## src/hdl/bfc_pkg.sv

```systemverilog
// Shared types and constants of the Brenner focus block.
package bfc_pkg;

   localparam int PIX_W       = 8;
   localparam int GEO_W       = 12;
   localparam int CSR_W       = 21;
   localparam int CSR_ADDR_W  = 2;
   localparam int THR_W       = 21;
   localparam int SCORE_W     = 21;
   localparam int SCORE_CNT_W = $clog2(SCORE_W);
   localparam int SQ_W        = 2 * PIX_W;
   localparam int SUM_W       = 40;
   localparam int AREA_W      = 2 * GEO_W;
   localparam int REQ_DATA_W  = 8;
   localparam int RSP_DATA_W  = 24;
   localparam int Q_DEPTH     = 2;
   localparam int Q_CNT_W     = $clog2(Q_DEPTH + 1);

   // floor(n / 3) == (n * DIV3_MUL) >> DIV3_SHIFT for every n below 2^17.
   localparam int DIV3_W      = 16;
   localparam int DIV3_MUL    = 43691;
   localparam int DIV3_SHIFT  = 17;

   localparam int RST_FRAME_WIDTH  = 1280;
   localparam int RST_FRAME_HEIGHT = 720;
   localparam int RST_THRESHOLD    = 8000;

   typedef enum logic [CSR_ADDR_W-1:0] {
      CSR_FRAME_WIDTH     = 2'd0,
      CSR_FRAME_HEIGHT    = 2'd1,
      CSR_FOCUS_THRESHOLD = 2'd2
   } bfc_csr_type;

   typedef enum logic [1:0] {
      BK_IDLE,
      BK_DIV,
      BK_HOLD
   } bfc_back_state_type;

   // Frame and ROI bounds, all in pixel units.
   typedef struct packed {
      logic [GEO_W-1:0] col_last;
      logic [GEO_W-1:0] col_lo;
      logic [GEO_W-1:0] col_hi;
      logic [GEO_W-1:0] col_pair;
      logic [GEO_W-1:0] row_last;
      logic [GEO_W-1:0] row_lo;
      logic [GEO_W-1:0] row_hi;
      logic [GEO_W-1:0] row_pair;
   } bfc_geom_type;

endpackage

```

## src/hdl/bfc_back.sv

```systemverilog
// Score back end: sum over ROI area by restoring division, saturation and threshold.
module bfc_back
   import bfc_pkg::*;
#(
   parameter int FRACTION_BITS = 4
) (
   input  logic                clock,
   input  logic                reset,
   input  logic                q_valid,
   input  logic [SUM_W-1:0]    q_data,
   output logic                pop,
   input  logic [AREA_W-1:0]   area,
   input  logic [THR_W-1:0]    threshold,
   output logic                rsp_tvalid,
   input  logic                rsp_tready,
   output logic [SCORE_W-1:0]  score,
   output logic                focus_hit
);

   localparam int NW    = SUM_W + FRACTION_BITS;
   localparam int HI_W  = NW - SCORE_W;
   localparam int CMP_W = (HI_W > AREA_W) ? HI_W : AREA_W;

   bfc_back_state_type state_ff, state_in;

   logic [NW-1:0]          num_full;
   logic [HI_W-1:0]        num_hi;
   logic                   sat;
   logic [AREA_W-1:0]      rem_ff;
   logic [SCORE_W-1:0]     num_ff;
   logic [SCORE_W-1:0]     quo_ff, quo_next;
   logic [SCORE_CNT_W-1:0] cnt_ff;
   logic [AREA_W:0]        trial, diff;
   logic                   ge;
   logic [SCORE_W-1:0]     score_ff;
   logic                   focus_ff;

   assign num_full = NW'(q_data) << FRACTION_BITS;
   assign num_hi   = num_full[NW-1:SCORE_W];
   // The quotient overflows the score exactly when the high part reaches the area.
   assign sat      = CMP_W'(num_hi) >= CMP_W'(area);

   assign trial    = {rem_ff, num_ff[SCORE_W-1]};
   assign ge       = trial >= {1'b0, area};
   assign diff     = trial - {1'b0, area};
   assign quo_next = {quo_ff[SCORE_W-2:0], ge};

   always_comb begin
      state_in = state_ff;
      case (state_ff)
         BK_IDLE: begin
            if (q_valid) begin
               state_in = sat ? BK_HOLD : BK_DIV;
            end
         end
         BK_DIV: begin
            if (cnt_ff == '0) begin
               state_in = BK_HOLD;
            end
         end
         BK_HOLD: begin
            if (rsp_tready) begin
               state_in = BK_IDLE;
            end
         end
         default: state_in = BK_IDLE;
      endcase
   end

   always_comb begin
      pop        = (state_ff == BK_IDLE) && q_valid;
      rsp_tvalid = (state_ff == BK_HOLD);
   end

   assign score     = score_ff;
   assign focus_hit = focus_ff;

   always_ff @(posedge clock) begin
      if (reset) begin
         state_ff <= BK_IDLE;
      end else begin
         state_ff <= state_in;
      end
   end

   always_ff @(posedge clock) begin
      case (state_ff)
         BK_IDLE: begin
            if (q_valid) begin
               if (sat) begin
                  score_ff <= '1;
                  focus_ff <= ({SCORE_W{1'b1}} >= SCORE_W'(threshold));
               end
               rem_ff <= AREA_W'(num_hi);
               num_ff <= num_full[SCORE_W-1:0];
               quo_ff <= '0;
               cnt_ff <= SCORE_CNT_W'(SCORE_W - 1);
            end
         end
         BK_DIV: begin
            rem_ff <= ge ? AREA_W'(diff) : AREA_W'(trial);
            num_ff <= num_ff << 1;
            quo_ff <= quo_next;
            cnt_ff <= cnt_ff - SCORE_CNT_W'(1);
            if (cnt_ff == '0) begin
               score_ff <= quo_next;
               focus_ff <= (quo_next >= SCORE_W'(threshold));
            end
         end
         default: begin
         end
      endcase
   end

endmodule

```

## config.mk

```make
export PLATFORM = sky130hd
export DESIGN_NAME = bfc_back
export DESIGN_NICKNAME = d
export VERILOG_FILES = /design/src/hdl/bfc_pkg.sv /design/src/hdl/bfc_back.sv
export SDC_FILE = /design/constraint.sdc
export NUM_CORES = 1
export LEC_CHECK = 0
export BUFFER_PORTS_ARGS = -buffer_cell sky130_fd_sc_hd__buf_2
export CORE_UTILIZATION = 35
export CTS_CLUSTER_SIZE = 8
export DETAILED_ROUTE_END_ITERATION = 10
export PLACE_DENSITY = 0.59
export SYNTH_ARGS = -nofsm -noshare
export SYNTH_HDL_FRONTEND = slang
export SYNTH_SLANG_ARGS = --single-unit
```

## constraint.sdc

```tcl
create_clock -name clock -period 4.69 [get_ports clock]
set_input_delay 0.469 -clock clock [delete_from_list [all_inputs] [get_ports clock]]
set_output_delay 0.469 -clock clock [all_outputs]
set_load 0.02 [all_outputs]
```

==> metrics <==
post-synth top area share=43.61%; register area share after synthesis=44.27%; Max-Slew Margin vs Limit=18.81%; #FFs+latches synth=90; residual DRC count=0; endpoints failing setup=0; fin. max-slew vios=0; Antenna Nets Post-Route=0; hold buffers post-CTS=0; Hold Crit Class=in2reg; critical path arrival=3990 ps; gpl congestion=0.8473; CTS resizes=0; Post-Syn Area=6060 um^2; 1st-iter DRT viols=166; syn_nets=769; deepest clock path buffer count=2; Routed WL=13050 um; Placement Setup Slack=657.8 ps; CTS tree=done; largest net degree at the start of global routing=61; I/O Pins=113; PD cells=448.9 nW/um^2; full die area=17840 um^2; Post-synth EDFFs=88; initial core utilization=36.16%; Async SR Flop Fraction=0%; clock root buffer=clkbuf_16; maximum vdd drop=0.2614 mV; Total GRT Usage=15.28%; final instance area=7169 um^2; IO Port Bufs=112; Skew-Pair Late Insertion Delay=350 ps; worst hold start=q_data[9]; worst r2r dst=focus_hit; status=completed; Via density=4.814; Die Wd=133.6 um; Core ar.=16760 um^2; cell taking the most area after synthesis=edfxtp_1; first-pass GRT wire length=21550 um; DP Area=6844 um^2; H-tree levels=3; Syn Inst Count=610; # rows=47; Tcrit/Tclk final=82.83%; antenna violations before repair=0; CTS Buf Count=9; Worst Path Max Fanout=5; Final nets=878; Unique masters post-synth=43; most used routing layer=met2; TNS Setup=0 ps; number of detailed-route iterations in the first pass=4; M3 GR Usage=4.148%; clock sink count=90; share of layout cells above drive strength 1=19.34%; reg2reg start=rem_ff[2]; Layout Skew=11.46 ps; register area=2683 um^2; drt wl/cell=13.82 um; Worst Slack Setup Final=805.3 ps; dpl hpwl=9744 um; Min-Delay Endpoint=num_ff[13]; # fillers=1649; CP required=4790 ps; Fmax=0.2574 GHz; multi-input gate area in the final layout=3085 um^2; RSZ-0062 raised after global routing=false; CP Launch Type=flip-flop; Finished Core Util=42.78%; top_reg_cell synth=edfxtp_1; max-capacitance violation count=0; Layout area overhead=18.32%; grt met1 use=19.25%; Vias=4544; most frequent cells in the layout=112 x buf_2, 99 x nand2_1, 88 x edfxtp_1; commonest non-fill, non-tap cell in the layout=buf_2; n_diodes=0; Syn Area/Cell=9.934 um^2; Setup CP Type=reg2reg; met2 GRT Util=26.10%; Hold Path Depth=3; reg-to-reg slack, setup=810 ps; Fin. Hold Viols=0; clock slew at reported path FFs=70 ps; Setup crit end kind=flip-flop; post-CTS setup buffers=0; grt ovf=0; Syn. warnings=0; Pwr Total=3.218 mW; leakage power=3.410 nW; R2R cell count=17; min cycle time layout=3885 ps; Die H=133.6 um; worst slew pin tran=1215 ps; vias in the first global route=4500; largest cells by area after synthesis=edfxtp_1 44%, ha_1 14%, nand2_1 6.2%
==> worst max-delay path by stage <==
stage	from	to	slack (ps)	cells past startpoint
final	rem_ff[2]	focus_hit	810	17
after global routing	rem_ff[2]	focus_hit	510	17
after CTS	rem_ff[2]	focus_hit	800	17
after detailed placement	area[3]	focus_hit	660	19
after global placement	area[3]	focus_hit	680	19
after floorplan	area[3]	focus_hit	780	20
==> final cells by class <==
| cell class | instances | area share, % |
|---|---|---|
| clock buffer | 10 | 3.194 |
| sequential | 90 | 37.42 |
| clock inverter | 6 | 1.344 |
| multi-input combinational | 445 | 43.04 |
| timing repair buffer | 115 | 8.133 |
| tap | 220 | 3.839 |
| inverter | 58 | 3.037 |
==> critical path, cell delays in order, from the launching register on <==
cell,delay [ps]
edfxtp_1,410
ha_1,360
a21o_1,200
a211o_1,360
a21bo_2,260
a32oi_2,210
a21o_1,190
nand3_2,80
inv_1,90
ha_1,230
a31oi_1,180
a21boi_0,110
o21a_1,180
o2111ai_1,170
a21boi_0,110
o2111ai_1,180
a21oi_1,90
a211o_1,220
==> sequential cells by signal, indices dropped and copies added (netlist names) <==
register   cells
cnt_ff         5
focus_hit      1
num_ff        17
quo_ff        20
rem_ff        24
score         21
state_ff       2
==> cell families (layout without fill, tap and decap cells) <==
| kind of cell | after synthesis | in the layout | share of synthesized area (%) |
|---|---|---|---|
| AOI/OAI and AO/OA | 126 | 126 | 13.44 |
| adders and majority gates | 70 | 70 | 14.58 |
| DFF | 90 | 90 | 44.27 |
| xor gates and xnor gates | 24 | 24 | 3.469 |
| muxes | 20 | 20 | 3.304 |
| and+or+nand+nor | 205 | 205 | 15.92 |
| buffers and inverters | 75 | 189 | 5.018 |
==> metrics by stage <==
stage               hold slack (ps)  instances
floorplan                     483.6        610
global placement              489.3        928
detailed placement            505.8        928
CTS                           367.4        944
global route                  364.8        944
finish                        376.7        944
==> synth_stat cells, types with 2 or more instances <==
master / instances
nand3_1: 6
ha_1: 69
o311ai_2: 2
o21ai_0: 21
a211oi_1: 5
xnor2_1: 16
nand4_1: 6
a211o_1: 3
a21oi_1: 34
and2_1: 21
o21ai_1: 15
dfxtp_1: 2
nor2_1: 22
inv_1: 58
o2111ai_1: 3
nor3_1: 7
clkbuf_1: 14
and3_1: 3
xor2_1: 8
buf_6: 3
nand2_1: 100
nand2b_1: 30
a21boi_0: 3
a31oi_1: 4
nor2b_1: 5
or2_2: 2
a21o_1: 26
edfxtp_1: 88
mux2i_1: 20
==> power by group <==
group	internal (mW)	leakage (nW)	switching, mW
registers	1.12	0.865	0.0832
clock network	0.475	0.156	0.333
logic	0.518	2.39	0.685
==> layer usage <==
layer | vias up | share of wire (%)
met5 | - | 0
met4 | 0 | 0.75
met3 | 5 | 5.0
met2 | 99 | 48
met1 | 2080 | 47
li1 | 2360 | -
No activity file was read; power rests on OpenSTA's default activity.
