[config.mk]
export PLATFORM = sky130hd
export DESIGN_NAME = bfc_queue
export DESIGN_NICKNAME = d
export VERILOG_FILES = /design/src/hdl/bfc_pkg.sv /design/src/hdl/bfc_queue.sv
export SDC_FILE = /design/constraint.sdc
export NUM_CORES = 1
export LEC_CHECK = 0
export BUFFER_PORTS_ARGS = -buffer_cell sky130_fd_sc_hd__buf_2
export CAP_MARGIN = 20
export CORE_MARGIN = 2
export CORE_UTILIZATION = 46
export DETAILED_ROUTE_END_ITERATION = 8
export MAX_ROUTING_LAYER = met4
export PLACE_DENSITY_LB_ADDON = 0.15
export SLEW_MARGIN = 20
export SYNTH_ARGS = -nofsm -noshare
export SYNTH_HDL_FRONTEND = slang
export SYNTH_SLANG_ARGS = --single-unit
[constraint.sdc]
create_clock -name clock -period 2.72 [get_ports clock]
set_clock_uncertainty 0.1 [all_clocks]
set_input_delay 0.272 -clock clock [delete_from_list [all_inputs] [get_ports clock]]
set_output_delay 0.272 -clock clock [all_outputs]
set_load 0.02 [all_outputs]
[src/hdl/bfc_pkg.sv]
// Shared types and constants of the Brenner focus block.
package bfc_pkg;

   localparam int PIX_W       = 8;
   localparam int GEO_W       = 12;
   localparam int CSR_W       = 21;
   localparam int CSR_ADDR_W  = 2;
   localparam int THR_W       = 21;
   localparam int SCORE_W     = 21;
   localparam int SCORE_CNT_W = $clog2(SCORE_W);
   localparam int SQ_W        = 2 * PIX_W;
   localparam int SUM_W       = 40;
   localparam int AREA_W      = 2 * GEO_W;
   localparam int REQ_DATA_W  = 8;
   localparam int RSP_DATA_W  = 24;
   localparam int Q_DEPTH     = 2;
   localparam int Q_CNT_W     = $clog2(Q_DEPTH + 1);

   // floor(n / 3) == (n * DIV3_MUL) >> DIV3_SHIFT for every n below 2^17.
   localparam int DIV3_W      = 16;
   localparam int DIV3_MUL    = 43691;
   localparam int DIV3_SHIFT  = 17;

   localparam int RST_FRAME_WIDTH  = 1280;
   localparam int RST_FRAME_HEIGHT = 720;
   localparam int RST_THRESHOLD    = 8000;

   typedef enum logic [CSR_ADDR_W-1:0] {
      CSR_FRAME_WIDTH     = 2'd0,
      CSR_FRAME_HEIGHT    = 2'd1,
      CSR_FOCUS_THRESHOLD = 2'd2
   } bfc_csr_type;

   typedef enum logic [1:0] {
      BK_IDLE,
      BK_DIV,
      BK_HOLD
   } bfc_back_state_type;

   // Frame and ROI bounds, all in pixel units.
   typedef struct packed {
      logic [GEO_W-1:0] col_last;
      logic [GEO_W-1:0] col_lo;
      logic [GEO_W-1:0] col_hi;
      logic [GEO_W-1:0] col_pair;
      logic [GEO_W-1:0] row_last;
      logic [GEO_W-1:0] row_lo;
      logic [GEO_W-1:0] row_hi;
      logic [GEO_W-1:0] row_pair;
   } bfc_geom_type;

endpackage

[src/hdl/bfc_queue.sv]
// Short queue of finished frame sums between the front end and the divider.
module bfc_queue
   import bfc_pkg::*;
#(
   parameter int WIDTH = 40
) (
   input  logic               clock,
   input  logic               reset,
   input  logic               push_valid,
   input  logic [WIDTH-1:0]   push_data,
   input  logic               pop,
   output logic               out_valid,
   output logic [WIDTH-1:0]   out_data,
   output logic [Q_CNT_W-1:0] count
);

   localparam int PW = $clog2(Q_DEPTH);

   logic [WIDTH-1:0]   entry_ff [Q_DEPTH];
   logic [PW-1:0]      wr_ptr_ff, wr_ptr_in, rd_ptr_ff, rd_ptr_in;
   logic [Q_CNT_W-1:0] count_ff, count_in;
   logic               do_push, do_pop;

   assign do_push   = push_valid && (count_ff < Q_CNT_W'(Q_DEPTH));
   assign do_pop    = pop && (count_ff != '0);
   assign out_valid = (count_ff != '0);
   assign out_data  = entry_ff[rd_ptr_ff];
   assign count     = count_ff;

   always_comb begin
      wr_ptr_in = wr_ptr_ff;
      rd_ptr_in = rd_ptr_ff;
      count_in  = count_ff;
      if (do_push) begin
         wr_ptr_in = (wr_ptr_ff == PW'(Q_DEPTH - 1)) ? '0 : wr_ptr_ff + PW'(1);
      end
      if (do_pop) begin
         rd_ptr_in = (rd_ptr_ff == PW'(Q_DEPTH - 1)) ? '0 : rd_ptr_ff + PW'(1);
      end
      if (do_push && !do_pop) begin
         count_in = count_ff + Q_CNT_W'(1);
      end else if (do_pop && !do_push) begin
         count_in = count_ff - Q_CNT_W'(1);
      end
   end

   always_ff @(posedge clock) begin
      if (reset) begin
         wr_ptr_ff <= '0;
         rd_ptr_ff <= '0;
         count_ff  <= '0;
      end else begin
         wr_ptr_ff <= wr_ptr_in;
         rd_ptr_ff <= rd_ptr_in;
         count_ff  <= count_in;
      end
   end

   always_ff @(posedge clock) begin
      if (do_push) begin
         entry_ff[wr_ptr_ff] <= push_data;
      end
   end

endmodule

==> results.py, run 1 <==
metrics = {
    "status": {
        "status": "complete, but fails checks",
        "violations": "DRC",
    },
    "placed_design": {
        "dpl_cell_area_um2": 3650,
        "routabilityCongestion": 0.673,
        "io_buffers": 86,
        "place_hpwl_mm": 3.13,
    },
    "clock_network": {
        "cts-root-buf": "clkbuf_8",
        "cts_made_buffers": 9,
        "cts_tree": "built",
        "cts.repair.resized": 0,
        "htreeDepth": 3,
        "clk_latency_ns": 0.33,
        "clock-sinks": 85,
        "clockBufferDepth": 2,
        "clk_pin_slew_ns": 0.08,
        "postCtsSetupBuffers": 0,
    },
    "finish": {
        "layout.nets": 302,
        "drive_above_1_share_pct": 56.5,
        "final_cell_area_um2": 4010,
        "syn2layout_area_growth_pct": 30.1,
        "antenna_cells": 0,
        "n_fill_cell": 484,
    },
    "global_route": {
        "use_met3_pct": 4.72,
        "grtUsageMet1_pct": 17.1,
        "grt_overflow_total": 0,
        "grt_pass1_vias": 1569,
        "grt_use_total_pct": 14.5,
        "grt_util_met2_pct": 22.3,
        "grt.busiest_layer": "met2",
        "grt_pass1_wl_mm": 7.54,
        "grt_antenna_before_repair": 0,
        "grt_max_degree": 41,
    },
    "die": {
        "dieArea_um2": 7370,
        "core_area_um2": 6420,
        "start_util_pct": 48.0,
        "die_y_um": 85.9,
        "die_w_um": 85.9,
        "row_count": 29,
        "ios": 87,
    },
    "critical_path": {
        "endpoint_kind": "output port",
        "critical_path_arrival_ns": 1.56,
        "reg2reg_slack_ns": 0.96,
        "path_class": "reg2out",
        "crit_path_max_fanout": 34,
        "endpoint": "out_data[7]",
        "startpoint_type": "flop",
        "worstPathRequired_ns": 2.35,
        "reg2reg_to": "entry_ff[1][33]",
        "reg2reg_from": "count[1]",
        "reg2reg_depth": 3,
    },
    "timing": {
        "rsz0062_at_grt": "no",
        "setup_tns_ns": 0,
        "hold_viol_final": 0,
        "slew_headroom_pct": 77.0,
        "fin_crit_sh_pct": 71.0,
        "worst-slew-pin-transition_ns": 0.345,
        "final_max_slew_viol_count": 0,
        "fin_crit_ns": 1.93,
        "setup_violations": 0,
        "max_freq_ghz": 0.518,
    },
    "route": {
        "drt_iter0_drc": 93,
        "vias_per_cell": 4.90,
        "wire_per_inst_um": 14.7,
        "postRouteAntennaNets": 0,
        "dr_total_vias": 1661,
        "drc": 5,
        "dr.pass1.iters": 6,
        "drt-total-wl_mm": 4.99,
    },
    "synth": {
        "syn_inst": 146,
        "synth_area_per_cell_um2": 21.1,
        "yosysSeqAreaShare_pct": 81.2,
        "synth.cell_area_um2": 3080,
        "synth_fp_nets": 191,
        "yosys.area.top_type": "edfxtp_1",
        "synth_edf_count": 80,
        "synth.area.top_cells": "edfxtp_1 78%, mux2_2 15%, dfxtp_1 3.2%",
        "synthArstFlopShare_pct": 0,
        "ys_ff_latch": 85,
        "synth_warnings": 0,
        "yosysMostFrequentCell": "edfxtp_1",
        "synth_top_area_share_pct": 78.0,
        "ys_top_cells_by_count": "80 x edfxtp_1, 40 x mux2_2, 5 x dfxtp_1, 4 x buf_2, 4 x nor2_1",
        "synth_cell_types": 14,
        "ys.flop_type": "edfxtp_1",
    },
    "run": {
        "cap_viol_max_count": 0,
    },
    "power_and_ir_drop": {
        "ir_drop_mv": 0.628,
        "powerDensity_nw_per_um2": 958,
        "p_leak_nw": 1.52,
        "power_mw": 3.84,
    },
    "min_path": {
        "hp-class": "in2reg",
    },
}
[worst max-delay path, cell delays in order (launching register included)]
cell,delay [ns]
dfxtp_2,0.44
buf_12,0.24
mux2_2,0.36
buf_2,0.16
[stage by stage]
step	setup WS [ns]	hold slack [ns]	utilization, %	cells
6_report	0.788	0.0224	62.4	339
5_1_grt	0.693	0.000764	62.4	339
4_1_cts	0.738	0.000574	60.4	326
3_5_place_dp	0.917	0.364	56.9	309
3_3_place_gp	0.933	0.361	56.9	309
2_1_floorplan	0.448	0.241	-	146
[kinds of logic (layout without fill, tap and decap cells)]
| kind of cell | after synthesis | after routing | share of synthesized area, % |
|---|---|---|---|
| compound gates | 3 | 3 | 0.487 |
| fa+ha+maj | 1 | 1 | 0.406 |
| buf+inv | 4 | 120 | 0.650 |
| simple gates | 9 | 9 | 1.50 |
| mux | 40 | 40 | 14.6 |
| flops | 85 | 85 | 81.2 |
| xor+xnor | 4 | 4 | 1.14 |
[metal layers]
layer | part of all wire (%) | up-vias
li1 | - | 786
met1 | 43 | 820
met2 | 50 | 49
met3 | 6.1 | 6
met4 | 1.1 | 0
met5 | 0 | -
[power breakdown]
group | total [mW] | switching (mW) | internal (mW)
clock network | 0.936 | 0.420 | 0.516
registers | 1.75 | 0.0707 | 1.68
logic | 1.15 | 0.668 | 0.484
total | 3.84 | 1.16 | 2.68
[flip-flops by register name, summed over array words and instances, names as in the netlist, named ones only]
signal,count
rd_ptr_ff,1
count,2
wr_ptr_ff,1
entry_ff,80
[layout make-up]
| type | count | area [um^2] | share of cell area, % |
|---|---|---|---|
| timing repair buffer | 104 | 626 | 15.6 |
| multi-input combinational | 57 | 568 | 14.2 |
| tap | 77 | 96.3 | 2.40 |
| clock buffer | 10 | 128 | 3.18 |
| sequential | 85 | 2500 | 62.5 |
| clock inverter | 6 | 87.6 | 2.18 |
[worst min path at each step]
stage / start / to / slack [ns] / cells past startpoint
CTS: push_data[16] / entry_ff[0][16] / 0.0006 / 1
detailed placement: push_data[17] / entry_ff[1][17] / 0.36 / 1
floorplan: reset / count[1] / 0.24 / 1
global route: push_data[21] / entry_ff[0][21] / 0.0008 / 1
finish: push_data[21] / entry_ff[0][21] / 0.02 / 1
global placement: push_data[11] / entry_ff[1][11] / 0.36 / 1
[layout by cell type (no fill, tap or decap)]
cell type | Yosys | layout
o21ai_0 | 2 | 2
ha_1 | 1 | 1
nor2b_1 | 2 | 1
nor2b_4 | 0 | 1
mux2_2 | 40 | 40
buf_2 | 4 | 86
or2_2 | 1 | 1
clkinv_1 | 0 | 1
xnor2_1 | 1 | 1
clkinv_4 | 0 | 1
buf_12 | 0 | 2
and2_2 | 0 | 1
clkinvlp_4 | 0 | 2
dlygate4sd3_1 | 0 | 14
or3_1 | 1 | 1
dfxtp_1 | 5 | 4
dfxtp_2 | 0 | 1
bufinv_16 | 0 | 2
buf_4 | 0 | 2
nor2_1 | 4 | 4
clkbuf_8 | 0 | 9
a21oi_1 | 1 | 1
xor2_1 | 3 | 3
edfxtp_1 | 80 | 80
clkbuf_1 | 0 | 1
[timing repair]
item                                   CTS  global route
setup endpoints to repair                0             0
hold buffers                             1            13
endpoints found under the hold margin    2            22
Power figures use the tool's default switching activity.
==> inputs of run 2 (changes only) <==
--- a/config.mk
+++ b/config.mk
@@ -8,7 +8,7 @@
 export BUFFER_PORTS_ARGS = -buffer_cell sky130_fd_sc_hd__buf_2
 export CAP_MARGIN = 20
 export CORE_MARGIN = 2
-export CORE_UTILIZATION = 46
+export CORE_UTILIZATION = 50
 export DETAILED_ROUTE_END_ITERATION = 8
 export MAX_ROUTING_LAYER = met4
 export PLACE_DENSITY_LB_ADDON = 0.15
==> constraint.sdc (replaced) <==
create_clock -name clock -period 1.9 [get_ports clock]
set_clock_uncertainty 0.1 [all_clocks]
set_input_delay 0.19 -clock clock [delete_from_list [all_inputs] [get_ports clock]]
set_output_delay 0.19 -clock clock [all_outputs]
set_load 0.02 [all_outputs]
==> run 2 against run 1 <==
The flow now finishes without violations. Via count grew 5.7%. Register-to-register slack worse by 0.67 ns. Sequential share of layout area shrank 3.6 points. Combinational power grew 49%. Worst setup slack lost 0.68 ns. Design area grew 6.2%. Clock power up 12%. Core utilization rose by 9.1 points. Sequential power is 45% higher. Non-clock buffer count increased by 29. Power rose by 38%. Cell count up 8.0%. Critical endpoint is now out_data[22]. Largest power group unchanged. Highest routed layer unchanged.
==> results.py, run 2 (synthesis gave the netlist of run 1 again) <==
metrics = {
    "power_and_ir_drop": {
        "powerDensity_nw_per_um2": 1240,
        "ir_drop_mv": 0.789,
        "power_mw": 5.29,
        "p_leak_nw": 1.61,
    },
    "critical_path": {
        "critical_path_arrival_ns": 1.50,
        "crit_path_max_fanout": 23,
        "startpoint_type": "flop",
        "path_class": "reg2out",
        "endpoint_kind": "output port",
        "worstPathRequired_ns": 1.61,
    },
    "timing": {
        "hold_viol_final": 0,
        "fin_crit_sh_pct": 94.1,
        "rsz0062_at_grt": "no",
        "setup_violations": 0,
        "slew_headroom_pct": 80.0,
        "whs_ns": 0.179,
        "setup_ws_ns": 0.112,
        "fin_crit_ns": 1.79,
        "max_freq_ghz": 0.559,
        "worst-slew-pin-transition_ns": 0.300,
        "setup_tns_ns": 0,
        "final_max_slew_viol_count": 0,
    },
    "die": {
        "die_y_um": 82.5,
        "start_util_pct": 51.7,
        "core_area_um2": 5960,
        "dieArea_um2": 6810,
        "ios": 87,
        "row_count": 28,
        "die_w_um": 82.5,
    },
    "clock_network": {
        "clockBufferDepth": 2,
        "cts_made_buffers": 9,
        "cts-root-buf": "clkbuf_8",
        "htreeDepth": 3,
        "postCtsSetupBuffers": 0,
        "cts_tree": "built",
        "clk_latency_ns": 0.33,
        "clock-sinks": 85,
        "clk_pin_slew_ns": 0.08,
    },
    "finish": {
        "antenna_cells": 0,
        "final_cell_mix": "86 x buf_2, 80 x edfxtp_1, 41 x dlygate4sd3_1, 40 x mux2_2, 9 x clkbuf_8",
        "largest_register_ffs": 80,
        "layout.nets": 331,
        "n_fill_cell": 416,
        "seq_area_um2": 2510,
        "final_cell_area_um2": 4260,
        "top_register": "entry_ff",
        "final_common_cell": "buf_2",
        "drive_above_1_share_pct": 51.9,
        "fin_util_pct": 71.5,
        "multi_input_area_um2": 568,
        "fin_cells": 366,
        "syn2layout_area_growth_pct": 38.2,
    },
    "route": {
        "drc": 0,
        "dr.pass1.iters": 4,
        "dr_total_vias": 1756,
        "vias_per_cell": 4.80,
        "postRouteAntennaNets": 0,
        "drt-total-wl_mm": 5.32,
        "wire_per_inst_um": 14.5,
        "drt_iter0_drc": 71,
    },
    "min_path": {
        "hp-class": "in2reg",
    },
    "placed_design": {
        "post-place-cells": 309,
        "io_buffers": 86,
        "place_ws_ns": 0.297,
        "place_hpwl_mm": 3.37,
        "dpl_cell_area_um2": 3680,
        "routabilityCongestion": 0.772,
    },
    "global_route": {
        "grt_max_degree": 24,
        "grt_pass1_vias": 1801,
        "grt_pass1_wl_mm": 7.84,
        "grt_use_total_pct": 16.8,
        "grt_antenna_before_repair": 0,
        "grt_overflow_total": 0,
    },
    "run": {
        "cap_viol_max_count": 0,
    },
    "status": {
        "status": "completed",
    },
}
-- run 2: report_power, final --
part,switching [mW],leakage (nW),internal (mW),total (mW)
combinational,0.961,0.753,0.747,1.71
sequential,0.117,0.788,2.41,2.53
clock,0.583,0.0743,0.469,1.05
-- run 2: worst paths after layout --
check,startpoint,end,slack (ns),cells past startpoint
worst max-delay path,flop,out_data[22],0.11,3
worst min-delay path,pop,rd_ptr_ff,0.18,4
worst max register to register,count[1],count[1],0.29,4
worst min register to register,rd_ptr_ff,rd_ptr_ff,0.42,2
-- run 2: critical path: stages, from the launching register on --
cell,delay [ns]
dfxtp_4,0.44
buf_12,0.20
mux2_2,0.36
buf_2,0.16
-- run 2: final cells by class --
| cell class | instances | area share (%) |
|---|---|---|
| sequential | 85 | 58.8 |
| timing repair buffer | 133 | 21.7 |
| multi-input combinational | 57 | 13.3 |
| clock buffer | 10 | 3.00 |
| tap | 75 | 2.20 |
| clock inverter | 6 | 0.940 |
-- run 2: layer usage --
metal  GRT usage, %  share of wire (%)  vias up
li1               -                  -      846
met1           18.3                 41      844
met2           28.9                 53       61
met3           4.02                4.5        5
met4           8.36               0.83        0
met5              -                  0        -
-- run 2: repair_timing --
| item | 4_1_cts | 5_1_grt |
|---|---|---|
| setup endpoints to repair | 2 | 0 |
| hold endpoints to repair | 85 | 0 |
| hold buffers | 41 | 0 |
| resized for setup | 1 | 0 |
